===== src/hdl/odfc_pkg.sv =====
// ----------------------------------------------------------------------------
// odfc_pkg
// Shared types and constants of the oscillator DAC frequency correction core.
// ----------------------------------------------------------------------------
package odfc_pkg;

    // Default parameter values
    localparam int STEP_SHIFT_DEF = 10;
    localparam int DAC_WIDTH_DEF  = 16;

    // Fixed field widths
    localparam int FREQ_W  = 64;
    localparam int RANGE_W = 32;
    localparam int CODE_W  = 16;
    localparam int ADDR_W  = 4;
    localparam int DATA_W  = 64;

    // Shared divider: the dividend holds the full frequency times code product
    localparam int                NUM_W    = FREQ_W + RANGE_W;
    localparam int                CNT_W    = $clog2(NUM_W);
    localparam logic [CNT_W-1:0]  DIV_LAST = CNT_W'(NUM_W - 1);

    // Direction codes
    typedef enum logic [1:0] {
        DIR_EQUAL = 2'd0,
        DIR_RAISE = 2'd1,
        DIR_LOWER = 2'd2
    } t_dir;

    // Controller to datapath commands
    typedef struct packed {
        logic load;
        logic fill_ones;
        logic mul_lo;
        logic mul_hi;
        logic ld_div_a;
        logic div_step;
        logic rnd_a;
        logic ld_div_b;
        logic finish;
    } t_cmd;

    // Datapath to controller status
    typedef struct packed {
        logic step_zero;
        logic meas_zero;
        logic div_last;
    } t_sts;

endpackage


===== src/hdl/odfc_dpath.sv =====
// ----------------------------------------------------------------------------
// odfc_dpath
// Datapath: step size, split 64x32 product, shared restoring divider with
// round-half-up, and the final code update.
// ----------------------------------------------------------------------------
module odfc_dpath #(
    parameter int STEP_SHIFT = odfc_pkg::STEP_SHIFT_DEF,
    parameter int DAC_WIDTH  = odfc_pkg::DAC_WIDTH_DEF
) (
    input  logic                         i_clk,
    input  odfc_pkg::t_cmd               i_cmd,
    output odfc_pkg::t_sts               o_sts,
    input  logic [odfc_pkg::FREQ_W-1:0]  i_target,
    input  logic [odfc_pkg::RANGE_W-1:0] i_range,
    input  logic [odfc_pkg::FREQ_W-1:0]  i_meas,
    input  logic [odfc_pkg::CODE_W-1:0]  i_dac,
    output logic [odfc_pkg::CODE_W-1:0]  o_new_dac,
    output logic [1:0]                   o_dir
);

    localparam int FW = odfc_pkg::FREQ_W;
    localparam int RW = odfc_pkg::RANGE_W;
    localparam int NW = odfc_pkg::NUM_W;
    localparam int CW = odfc_pkg::CNT_W;

    logic [FW-1:0]        r_meas;
    logic [DAC_WIDTH-1:0] r_dac;
    logic [RW-1:0]        r_step;
    logic [FW-1:0]        r_plo;
    logic [FW-1:0]        r_phi;
    logic [NW-1:0]        r_num;
    logic [FW-1:0]        r_den;
    logic [FW-1:0]        r_rem;
    logic [DAC_WIDTH-1:0] r_quo;
    logic [CW-1:0]        r_cnt;
    odfc_pkg::t_dir       r_dir;
    logic [DAC_WIDTH-1:0] r_out;

    logic [RW:0]          step_sum;
    logic [RW-1:0]        n_step;
    logic [RW-1:0]        dac32;
    logic [FW:0]          rem_sh;
    logic                 ge;
    logic [FW:0]          rem_sub;
    logic                 rnd;
    logic [DAC_WIDTH-1:0] shift_amt;
    logic [DAC_WIDTH-1:0] n_out;
    logic                 meas_lt;
    logic                 meas_gt;
    logic [FW-1:0]        diff;

    // Round-half-up step per DAC count
    assign step_sum = {1'b0, i_range} + ((RW+1)'(1) << (STEP_SHIFT - 1));
    assign n_step   = RW'(step_sum >> STEP_SHIFT);

    assign dac32 = RW'(r_dac);

    // One restoring divide step
    assign rem_sh  = {r_rem, r_num[NW-1]};
    assign ge      = (rem_sh >= {1'b0, r_den});
    assign rem_sub = rem_sh - {1'b0, r_den};

    // Round half up on the final remainder
    assign rnd       = (r_rem >= (r_den - r_rem));
    assign shift_amt = r_quo + DAC_WIDTH'(rnd);

    assign meas_lt = (r_meas < i_target);
    assign meas_gt = (r_meas > i_target);
    assign diff    = meas_lt ? (i_target - r_meas) : (r_meas - i_target);

    always_comb begin
        unique case (r_dir)
            odfc_pkg::DIR_RAISE: n_out = r_dac + shift_amt;
            odfc_pkg::DIR_LOWER: n_out = r_dac - shift_amt;
            default:             n_out = r_dac;
        endcase
    end

    always_ff @(posedge i_clk) begin
        if (i_cmd.load) begin
            r_meas <= i_meas;
            r_dac  <= DAC_WIDTH'(i_dac);
            r_step <= n_step;
        end
        if (i_cmd.fill_ones) begin
            r_dac <= '1;
        end
        if (i_cmd.mul_lo) begin
            r_plo <= FW'(i_target[RW-1:0] * dac32);
        end
        if (i_cmd.mul_hi) begin
            r_phi <= FW'(i_target[FW-1:RW] * dac32);
        end
        if (i_cmd.ld_div_a) begin
            r_num <= {{(NW-FW){1'b0}}, r_plo} + {r_phi, {(NW-FW){1'b0}}};
            r_den <= r_meas;
            r_rem <= '0;
            r_cnt <= '0;
        end
        if (i_cmd.div_step) begin
            r_num <= {r_num[NW-2:0], 1'b0};
            r_rem <= ge ? FW'(rem_sub) : FW'(rem_sh);
            r_quo <= {r_quo[DAC_WIDTH-2:0], ge};
            r_cnt <= r_cnt + CW'(1);
        end
        if (i_cmd.rnd_a) begin
            r_dac <= shift_amt;
        end
        if (i_cmd.ld_div_b) begin
            r_num <= {{(NW-FW){1'b0}}, diff};
            r_den <= (r_step == '0) ? FW'(1) : FW'(r_step);
            r_rem <= '0;
            r_cnt <= '0;
            if (meas_lt) begin
                r_dir <= odfc_pkg::DIR_RAISE;
            end else if (meas_gt) begin
                r_dir <= odfc_pkg::DIR_LOWER;
            end else begin
                r_dir <= odfc_pkg::DIR_EQUAL;
            end
        end
        if (i_cmd.finish) begin
            r_out <= n_out;
        end
    end

    assign o_sts.step_zero = (r_step == '0);
    assign o_sts.meas_zero = (r_meas == '0);
    assign o_sts.div_last  = (r_cnt == odfc_pkg::DIV_LAST);

    assign o_new_dac = odfc_pkg::CODE_W'(r_out);
    assign o_dir     = r_dir;

endmodule


===== src/hdl/odfc_ctrl.sv =====
// ----------------------------------------------------------------------------
// odfc_ctrl
// Sequencer: walks one item through any rescale, correction divide and update.
// ----------------------------------------------------------------------------
module odfc_ctrl (
    input  logic           i_clk,
    input  logic           i_rst_n,
    input  logic           i_start,
    output logic           o_busy,
    output logic           o_done,
    output odfc_pkg::t_cmd o_cmd,
    input  odfc_pkg::t_sts i_sts
);

    typedef enum logic [9:0] {
        S_IDLE   = 10'b00_0000_0001,
        S_SETUP  = 10'b00_0000_0010,
        S_MUL_LO = 10'b00_0000_0100,
        S_MUL_HI = 10'b00_0000_1000,
        S_ACC    = 10'b00_0001_0000,
        S_DIV_A  = 10'b00_0010_0000,
        S_RND_A  = 10'b00_0100_0000,
        S_PREP   = 10'b00_1000_0000,
        S_DIV_B  = 10'b01_0000_0000,
        S_FIN    = 10'b10_0000_0000
    } t_state;

    t_state r_state;
    t_state n_state;
    logic   r_done;

    always_comb begin
        n_state = r_state;
        o_cmd   = '0;
        unique case (r_state)
            S_IDLE: begin
                if (i_start) begin
                    o_cmd.load = 1'b1;
                    n_state    = S_SETUP;
                end
            end
            S_SETUP: begin
                priority if (i_sts.step_zero && i_sts.meas_zero) begin
                    o_cmd.fill_ones = 1'b1;
                    n_state         = S_PREP;
                end else if (i_sts.step_zero) begin
                    n_state = S_MUL_LO;
                end else begin
                    n_state = S_PREP;
                end
            end
            S_MUL_LO: begin
                o_cmd.mul_lo = 1'b1;
                n_state      = S_MUL_HI;
            end
            S_MUL_HI: begin
                o_cmd.mul_hi = 1'b1;
                n_state      = S_ACC;
            end
            S_ACC: begin
                o_cmd.ld_div_a = 1'b1;
                n_state        = S_DIV_A;
            end
            S_DIV_A: begin
                o_cmd.div_step = 1'b1;
                if (i_sts.div_last) begin
                    n_state = S_RND_A;
                end
            end
            S_RND_A: begin
                o_cmd.rnd_a = 1'b1;
                n_state     = S_PREP;
            end
            S_PREP: begin
                o_cmd.ld_div_b = 1'b1;
                n_state        = S_DIV_B;
            end
            S_DIV_B: begin
                o_cmd.div_step = 1'b1;
                if (i_sts.div_last) begin
                    n_state = S_FIN;
                end
            end
            S_FIN: begin
                o_cmd.finish = 1'b1;
                n_state      = S_IDLE;
            end
            default: begin
                n_state = S_IDLE;
            end
        endcase
    end

    always_ff @(posedge i_clk) begin
        if (!i_rst_n) begin
            r_state <= S_IDLE;
            r_done  <= 1'b0;
        end else begin
            r_state <= n_state;
            r_done  <= o_cmd.finish;
        end
    end

    assign o_busy = (r_state != S_IDLE);
    assign o_done = r_done;

endmodule


===== src/hdl/oscillator_dac_frequency_correction_core.sv =====
// ----------------------------------------------------------------------------
// oscillator_dac_frequency_correction_core
// Corrects a tuning DAC code from a measured oscillator frequency.
// ----------------------------------------------------------------------------
// Pulse start while busy is low to hand in one item (measured frequency and
// current DAC code). The corrected code and direction are valid on the result
// ports while o_done is high for exactly one cycle; there is no back pressure, so
// capture them on that cycle. An item goes straight to the correction divide
// when the rounded step is nonzero, or when the step rounds to zero but the
// measurement is zero (the code is then simply filled with ones). When the
// step rounds to zero and the measurement is nonzero, the code is first
// rescaled by target/measured. busy drops on the o_done cycle, so a new item
// may be accepted right then. The correction, and the rescale where it runs,
// use the shared restoring divider, which retires one quotient bit per cycle
// over a 96-bit dividend. Registers: target_frequency at byte 0x0, tuning_range
// at byte 0x8 (low 32 bits); write them only while busy is low.
// ----------------------------------------------------------------------------
module oscillator_dac_frequency_correction_core #(
    parameter int STEP_SHIFT = odfc_pkg::STEP_SHIFT_DEF,
    parameter int DAC_WIDTH  = odfc_pkg::DAC_WIDTH_DEF
) (
    input  logic                          i_clk,
    input  logic                          i_rst_n,
    // APB configuration port
    input  logic                          psel,
    input  logic                          penable,
    input  logic                          pwrite,
    input  logic [odfc_pkg::ADDR_W-1:0]   paddr,
    input  logic [odfc_pkg::DATA_W-1:0]   pwdata,
    output logic [odfc_pkg::DATA_W-1:0]   prdata,
    output logic                          pready,
    // Item input
    input  logic                          start,
    output logic                          busy,
    input  logic [odfc_pkg::FREQ_W-1:0]   i_measured_frequency,
    input  logic [odfc_pkg::CODE_W-1:0]   i_dac_code,
    // Result output
    output logic                          o_done,
    output logic [odfc_pkg::CODE_W-1:0]   o_new_dac_code,
    output logic [1:0]                    o_direction
);

    logic [odfc_pkg::FREQ_W-1:0]  r_target;
    logic [odfc_pkg::RANGE_W-1:0] r_range;
    logic                         cfg_wr;
    logic                         reg_sel;
    odfc_pkg::t_cmd               cmd;
    odfc_pkg::t_sts               sts;

    // Registers are 64 bits apart: address bit 3 picks the register
    assign pready  = 1'b1;
    assign cfg_wr  = psel && penable && pwrite && pready;
    assign reg_sel = paddr[3];

    always_ff @(posedge i_clk) begin
        if (!i_rst_n) begin
            r_target <= '0;
            r_range  <= '0;
        end else if (cfg_wr) begin
            if (reg_sel) begin
                r_range <= pwdata[odfc_pkg::RANGE_W-1:0];
            end else begin
                r_target <= pwdata;
            end
        end
    end

    assign prdata = reg_sel ? odfc_pkg::DATA_W'(r_range) : r_target;

    // Sequencer
    odfc_ctrl u_ctrl (
        .i_clk   (i_clk),
        .i_rst_n (i_rst_n),
        .i_start (start),
        .o_busy  (busy),
        .o_done  (o_done),
        .o_cmd   (cmd),
        .i_sts   (sts)
    );

    // Arithmetic
    odfc_dpath #(
        .STEP_SHIFT (STEP_SHIFT),
        .DAC_WIDTH  (DAC_WIDTH)
    ) u_dpath (
        .i_clk     (i_clk),
        .i_cmd     (cmd),
        .o_sts     (sts),
        .i_target  (r_target),
        .i_range   (r_range),
        .i_meas    (i_measured_frequency),
        .i_dac     (i_dac_code),
        .o_new_dac (o_new_dac_code),
        .o_dir     (o_direction)
    );

    // An accepted item keeps the core busy on the following cycle
    a_accept_busy: assert property (@(posedge i_clk) disable iff (!i_rst_n)
        (start && !busy) |=> busy)
        else $error("accepted item did not raise busy");

    // A result only follows a busy cycle, and the core is free on it
    a_done_after_busy: assert property (@(posedge i_clk) disable iff (!i_rst_n)
        o_done |-> ($past(busy) && !busy))
        else $error("result strobe outside item completion");

    // Results never pulse back to back
    a_done_single: assert property (@(posedge i_clk) disable iff (!i_rst_n)
        o_done |=> !o_done)
        else $error("result strobe lasted more than one cycle");

    // Direction carries a defined code on every result
    a_dir_code: assert property (@(posedge i_clk) disable iff (!i_rst_n)
        o_done |-> (o_direction == odfc_pkg::DIR_EQUAL ||
                    o_direction == odfc_pkg::DIR_RAISE ||
                    o_direction == odfc_pkg::DIR_LOWER))
        else $error("undefined direction code on result");

endmodule


===== config.mk =====
export PLATFORM = sky130hd
export DESIGN_NAME = oscillator_dac_frequency_correction_core
export DESIGN_NICKNAME = d
export VERILOG_FILES = /design/src/hdl/odfc_pkg.sv /design/src/hdl/odfc_dpath.sv /design/src/hdl/odfc_ctrl.sv /design/src/hdl/oscillator_dac_frequency_correction_core.sv
export SDC_FILE = /design/constraint.sdc
export NUM_CORES = 2
export LEC_CHECK = 0
export ABC_AREA = 1
export ABC_CLOCK_PERIOD_IN_PS = 8300
export BUFFER_PORTS_ARGS = -buffer_cell sky130_fd_sc_hd__buf_4
export CORE_MARGIN = 2
export CORE_UTILIZATION = 66
export CTS_BUF_LIST = sky130_fd_sc_hd__clkbuf_4 sky130_fd_sc_hd__clkbuf_8
export CTS_CLUSTER_SIZE = 30
export DETAILED_ROUTE_END_ITERATION = 6
export PLACE_DENSITY = 0.84
export SYNTH_ARGS = -nofsm -noshare
export SYNTH_HDL_FRONTEND = slang
export SYNTH_HIERARCHICAL = 1
export SYNTH_SLANG_ARGS = --single-unit
export TNS_END_PERCENT = 100

===== constraint.sdc =====
create_clock -name i_clk -period 8.3 [get_ports i_clk]
set_input_delay 0.83 -clock i_clk [delete_from_list [all_inputs] [get_ports i_clk]]
set_output_delay 0.83 -clock i_clk [all_outputs]
set_load 0.1 [all_outputs]

==> flow_metrics.env <==
export IMPL_status="complete, but fails checks"
export IMPL_violations="design-rule violations"
export IMPL_numCtsBuffers=104
export IMPL_hold_violations=0
export IMPL_worst_slew_pin_slew_ns=1.46
export IMPL_wire_per_inst_um=23.5
export IMPL_chipWidth_um=357
export IMPL_cp_max_fo=5
export IMPL_power_mw=14.9
export IMPL_ys_types=70
export IMPL_synth_flop_cell="edfxtp_1"
export IMPL_finalCritPeriodShare=0.946
export IMPL_grt_pass1_vias=85900
export IMPL_ys_warn_count=6
export IMPL_ctsLongestPathBuffers=3
export IMPL_clock_latency_ns=0.92
export IMPL_synth_seq_cells=571
export IMPL_worst_setup_path_start_kind="register"
export IMPL_worst_ep_required_time_ns=8.93
export IMPL_relSlewSlack=0.0233
export IMPL_synth_edf_count=361
export IMPL_drv_slew=0
export IMPL_synthCells=11800
export IMPL_p_per_area_mw_per_mm2=170
export IMPL_synth_area_leaders="fa_1, nand2_1, edfxtp_1"
export IMPL_cts_tree="built"
export IMPL_ios=239
export IMPL_drive_above_1_share=0.0632
export IMPL_route_detailed_drc=91
export IMPL_start_util=0.664
export IMPL_coreArea_mm2=0.124
export IMPL_cts_htree_levels=3
export IMPL_synth_nets=13400
export IMPL_skew_ns=0.0762
export IMPL_final_cells=13700
export IMPL_p_leak_nw=44.1
export IMPL_gp_congestion=1.11
export IMPL_path_class="reg -> reg"
export IMPL_grt_max_degree=99
export IMPL_worstPathBufferInverterCount=10
export IMPL_arrival_ns=8.48
export IMPL_clkTransAtPathRegs_ns=0.07
export IMPL_portBuffers=234
export IMPL_antenna_found_initial=20
export IMPL_ctsHoldBuffers=0
export IMPL_drtIter0Drc=11900
export IMPL_syn_mean_instance_area_um2=6.93
export IMPL_critPathSlowestCell="fa_1"
export IMPL_synth_area_mm2=0.0821
export IMPL_post_drt_via_cell_ratio=6.14
export IMPL_setup_viol=0
export IMPL_grt_pass1_wl_um=478000
export IMPL_vias=83900
export IMPL_end_kind="register"
export IMPL_yosys_area_top_type="fa_1"
export IMPL_synthMostInstantiatedCell="nand2_1"
export IMPL_ys_seq_area_frac=0.183
export IMPL_rows=129
export IMPL_fmax_mhz=127
export IMPL_syn_to_final_growth_pct=7.18
export IMPL_period_minus_slack_ns=7.85
export IMPL_timing_setup_tns_ns=0
export IMPL_ant_nets=0
export IMPL_peakVddDrop_mv=0.244
export IMPL_first_pass_iters=7
export IMPL_min_path_type="in -> reg"
export IMPL_clock_sinks=571
export IMPL_crit_family="simple AND/OR/NAND/NOR gates"
export IMPL_track_usage=0.497
export IMPL_die_h_um=357
export IMPL_root_buffer="clkbuf_8"
export IMPL_synth_top_cell_area_share=0.205
export IMPL_synthTopCellsByCount="nand2_1, inv_1, nor2_1"
export IMPL_routed_wl_um=321000
export IMPL_dieArea_mm2=0.127
export IMPL_maxCapViolations=0
export IMPL_hpwl_um=250000
export IMPL_layout_nets=13500
export IMPL_dp_cells=13500
export IMPL_cpPeakStageDelay_ns=0.43
export IMPL_globalRouteOverflowTotal=0
export IMPL_synthArstFlopShare=0
==> worst register-to-register path: cells and delay by family (launching register included) <==
| kind | cells | cell delay [ns] |
|---|---|---|
| and+or+nand+nor | 20 | 2.37 |
| xor gates and xnor gates | 2 | 0.35 |
| DFF | 1 | 0.42 |
| buffers and inverters | 10 | 1.13 |
| adders and majority gates | 6 | 1.56 |
| AOI/OAI and AO/OA | 10 | 1.75 |
==> flip-flops by register name (all words and copies together) (netlist names), 2 cells and up <==
register / flops
u_ctrl/r_state: 10
r_target: 64
u_dpath/r_dac: 16
u_dpath/o_dir: 2
u_dpath/r_meas: 64
u_dpath/r_rem: 64
u_dpath/r_num: 96
u_dpath/r_phi: 48
r_range: 32
u_dpath/r_den: 64
u_dpath/o_new_dac: 16
u_dpath/r_quo: 16
u_dpath/r_plo: 48
u_dpath/r_cnt: 7
u_dpath/r_step: 23
==> cells by family (layout without fill, tap and decap cells) <==
group / Yosys count / in the layout / synth area share
flops: 571 / 571 / 0.183
compound gates: 1183 / 1183 / 0.0813
buf+inv: 2871 / 3054 / 0.136
other cells: 1 / 9 / 0.0000457
fa+ha+maj: 1437 / 1437 / 0.296
xor+xnor: 294 / 294 / 0.0314
simple gates: 5492 / 5492 / 0.272
==> report_power, final <==
| group | switching (mW) | internal, mW | total [mW] | leakage, nW |
|---|---|---|---|---|
| combinational | 5.45 | 2.26 | 7.71 | 37.8 |
| sequential | 0.367 | 3.51 | 3.88 | 5.01 |
| clock | 1.48 | 1.86 | 3.34 | 1.30 |
| total | 7.30 | 7.63 | 14.9 | 44.1 |
==> layout by cell type, fill, tap and decap left out, types with 9 or more instances in the layout <==
| cell | count |
|---|---|
| o21ai_0 | 311 |
| and3_1 | 11 |
| o211ai_1 | 11 |
| o21ai_1 | 19 |
| fa_1 | 842 |
| buf_4 | 408 |
| nor4_1 | 47 |
| nor3_2 | 14 |
| nor2_2 | 47 |
| nand2_1 | 3665 |
| dfxtp_1 | 209 |
| buf_12 | 9 |
| clkbuf_8 | 121 |
| nand2_2 | 15 |
| a31oi_1 | 50 |
| edfxtp_1 | 361 |
| or2_2 | 19 |
| o21bai_1 | 63 |
| inv_2 | 25 |
| nor3_1 | 80 |
| o21a_1 | 21 |
| nand3_1 | 552 |
| clkinv_2 | 15 |
| a22oi_1 | 66 |
| a21oi_1 | 547 |
| bufinv_16 | 13 |
| a21o_1 | 25 |
| o22ai_1 | 14 |
| nor2_4 | 9 |
| clkbuf_4 | 19 |
| clkinv_1 | 21 |
| a21boi_0 | 12 |
| xnor2_1 | 98 |
| ha_1 | 595 |
| inv_1 | 2404 |
| nand4_1 | 76 |
| nor2_1 | 899 |
| nand3b_1 | 27 |
| xor2_1 | 196 |
==> final cells by class <==
type	instances	area, um^2
Clock inverter	58	713
Antenna cell	8	20.0
Inverter	2439	9180
Multi-Input combinational cell	8407	55900
Tap cell	1637	2050
Clock buffer	140	1810
Fill cell	9506	35600
Timing Repair Buffer	417	3240
Sequential cell	571	15000
==> timing repair <==
item,in CTS,in global routing
endpoints found under the setup margin,0,3
resized for setup,0,8
buffers inserted,0,0
==> path summary, 6_finish.rpt <==
path | from | to | slack, ns | cells past startpoint
worst max-delay path | u_dpath/r_den[0] | u_dpath/o_new_dac[15] | 0.45 | 48
worst min-delay path | i_measured_frequency[19] | u_dpath/r_meas[19] | 0.09 | 1
worst max register to register | u_dpath/r_den[0] | u_dpath/o_new_dac[15] | 0.45 | 48
worst min register to register | u_dpath/r_num[80] | u_dpath/r_num[81] | 0.45 | 2
==> routing by layer <==
layer  share of wire  vias up  track usage  wire [um]
met5          0.0012        -       0.0115        389
met4            0.10       26        0.410      33400
met3            0.13     2323        0.160      42100
met2            0.44     6798        0.790     142000
met1            0.32    38400        0.542     103000
li1                -    36400            -          -
==> per-stage QoR <==
step / setup WS, ns / util / hold WS [ns] / area, um^2
after detailed placement: 0.459 / 0.691 / 0.455 / 85400
after floorplan: 1.85 / - / 0.429 / 82100
after global routing: -0.0538 / 0.712 / 0.0912 / 88000
final: 0.451 / 0.712 / 0.0893 / 88000
after CTS: 0.288 / 0.711 / 0.0902 / 87900
after global placement: 0.497 / 0.691 / 0.448 / 85400
(Power assumes the default switching activity.)
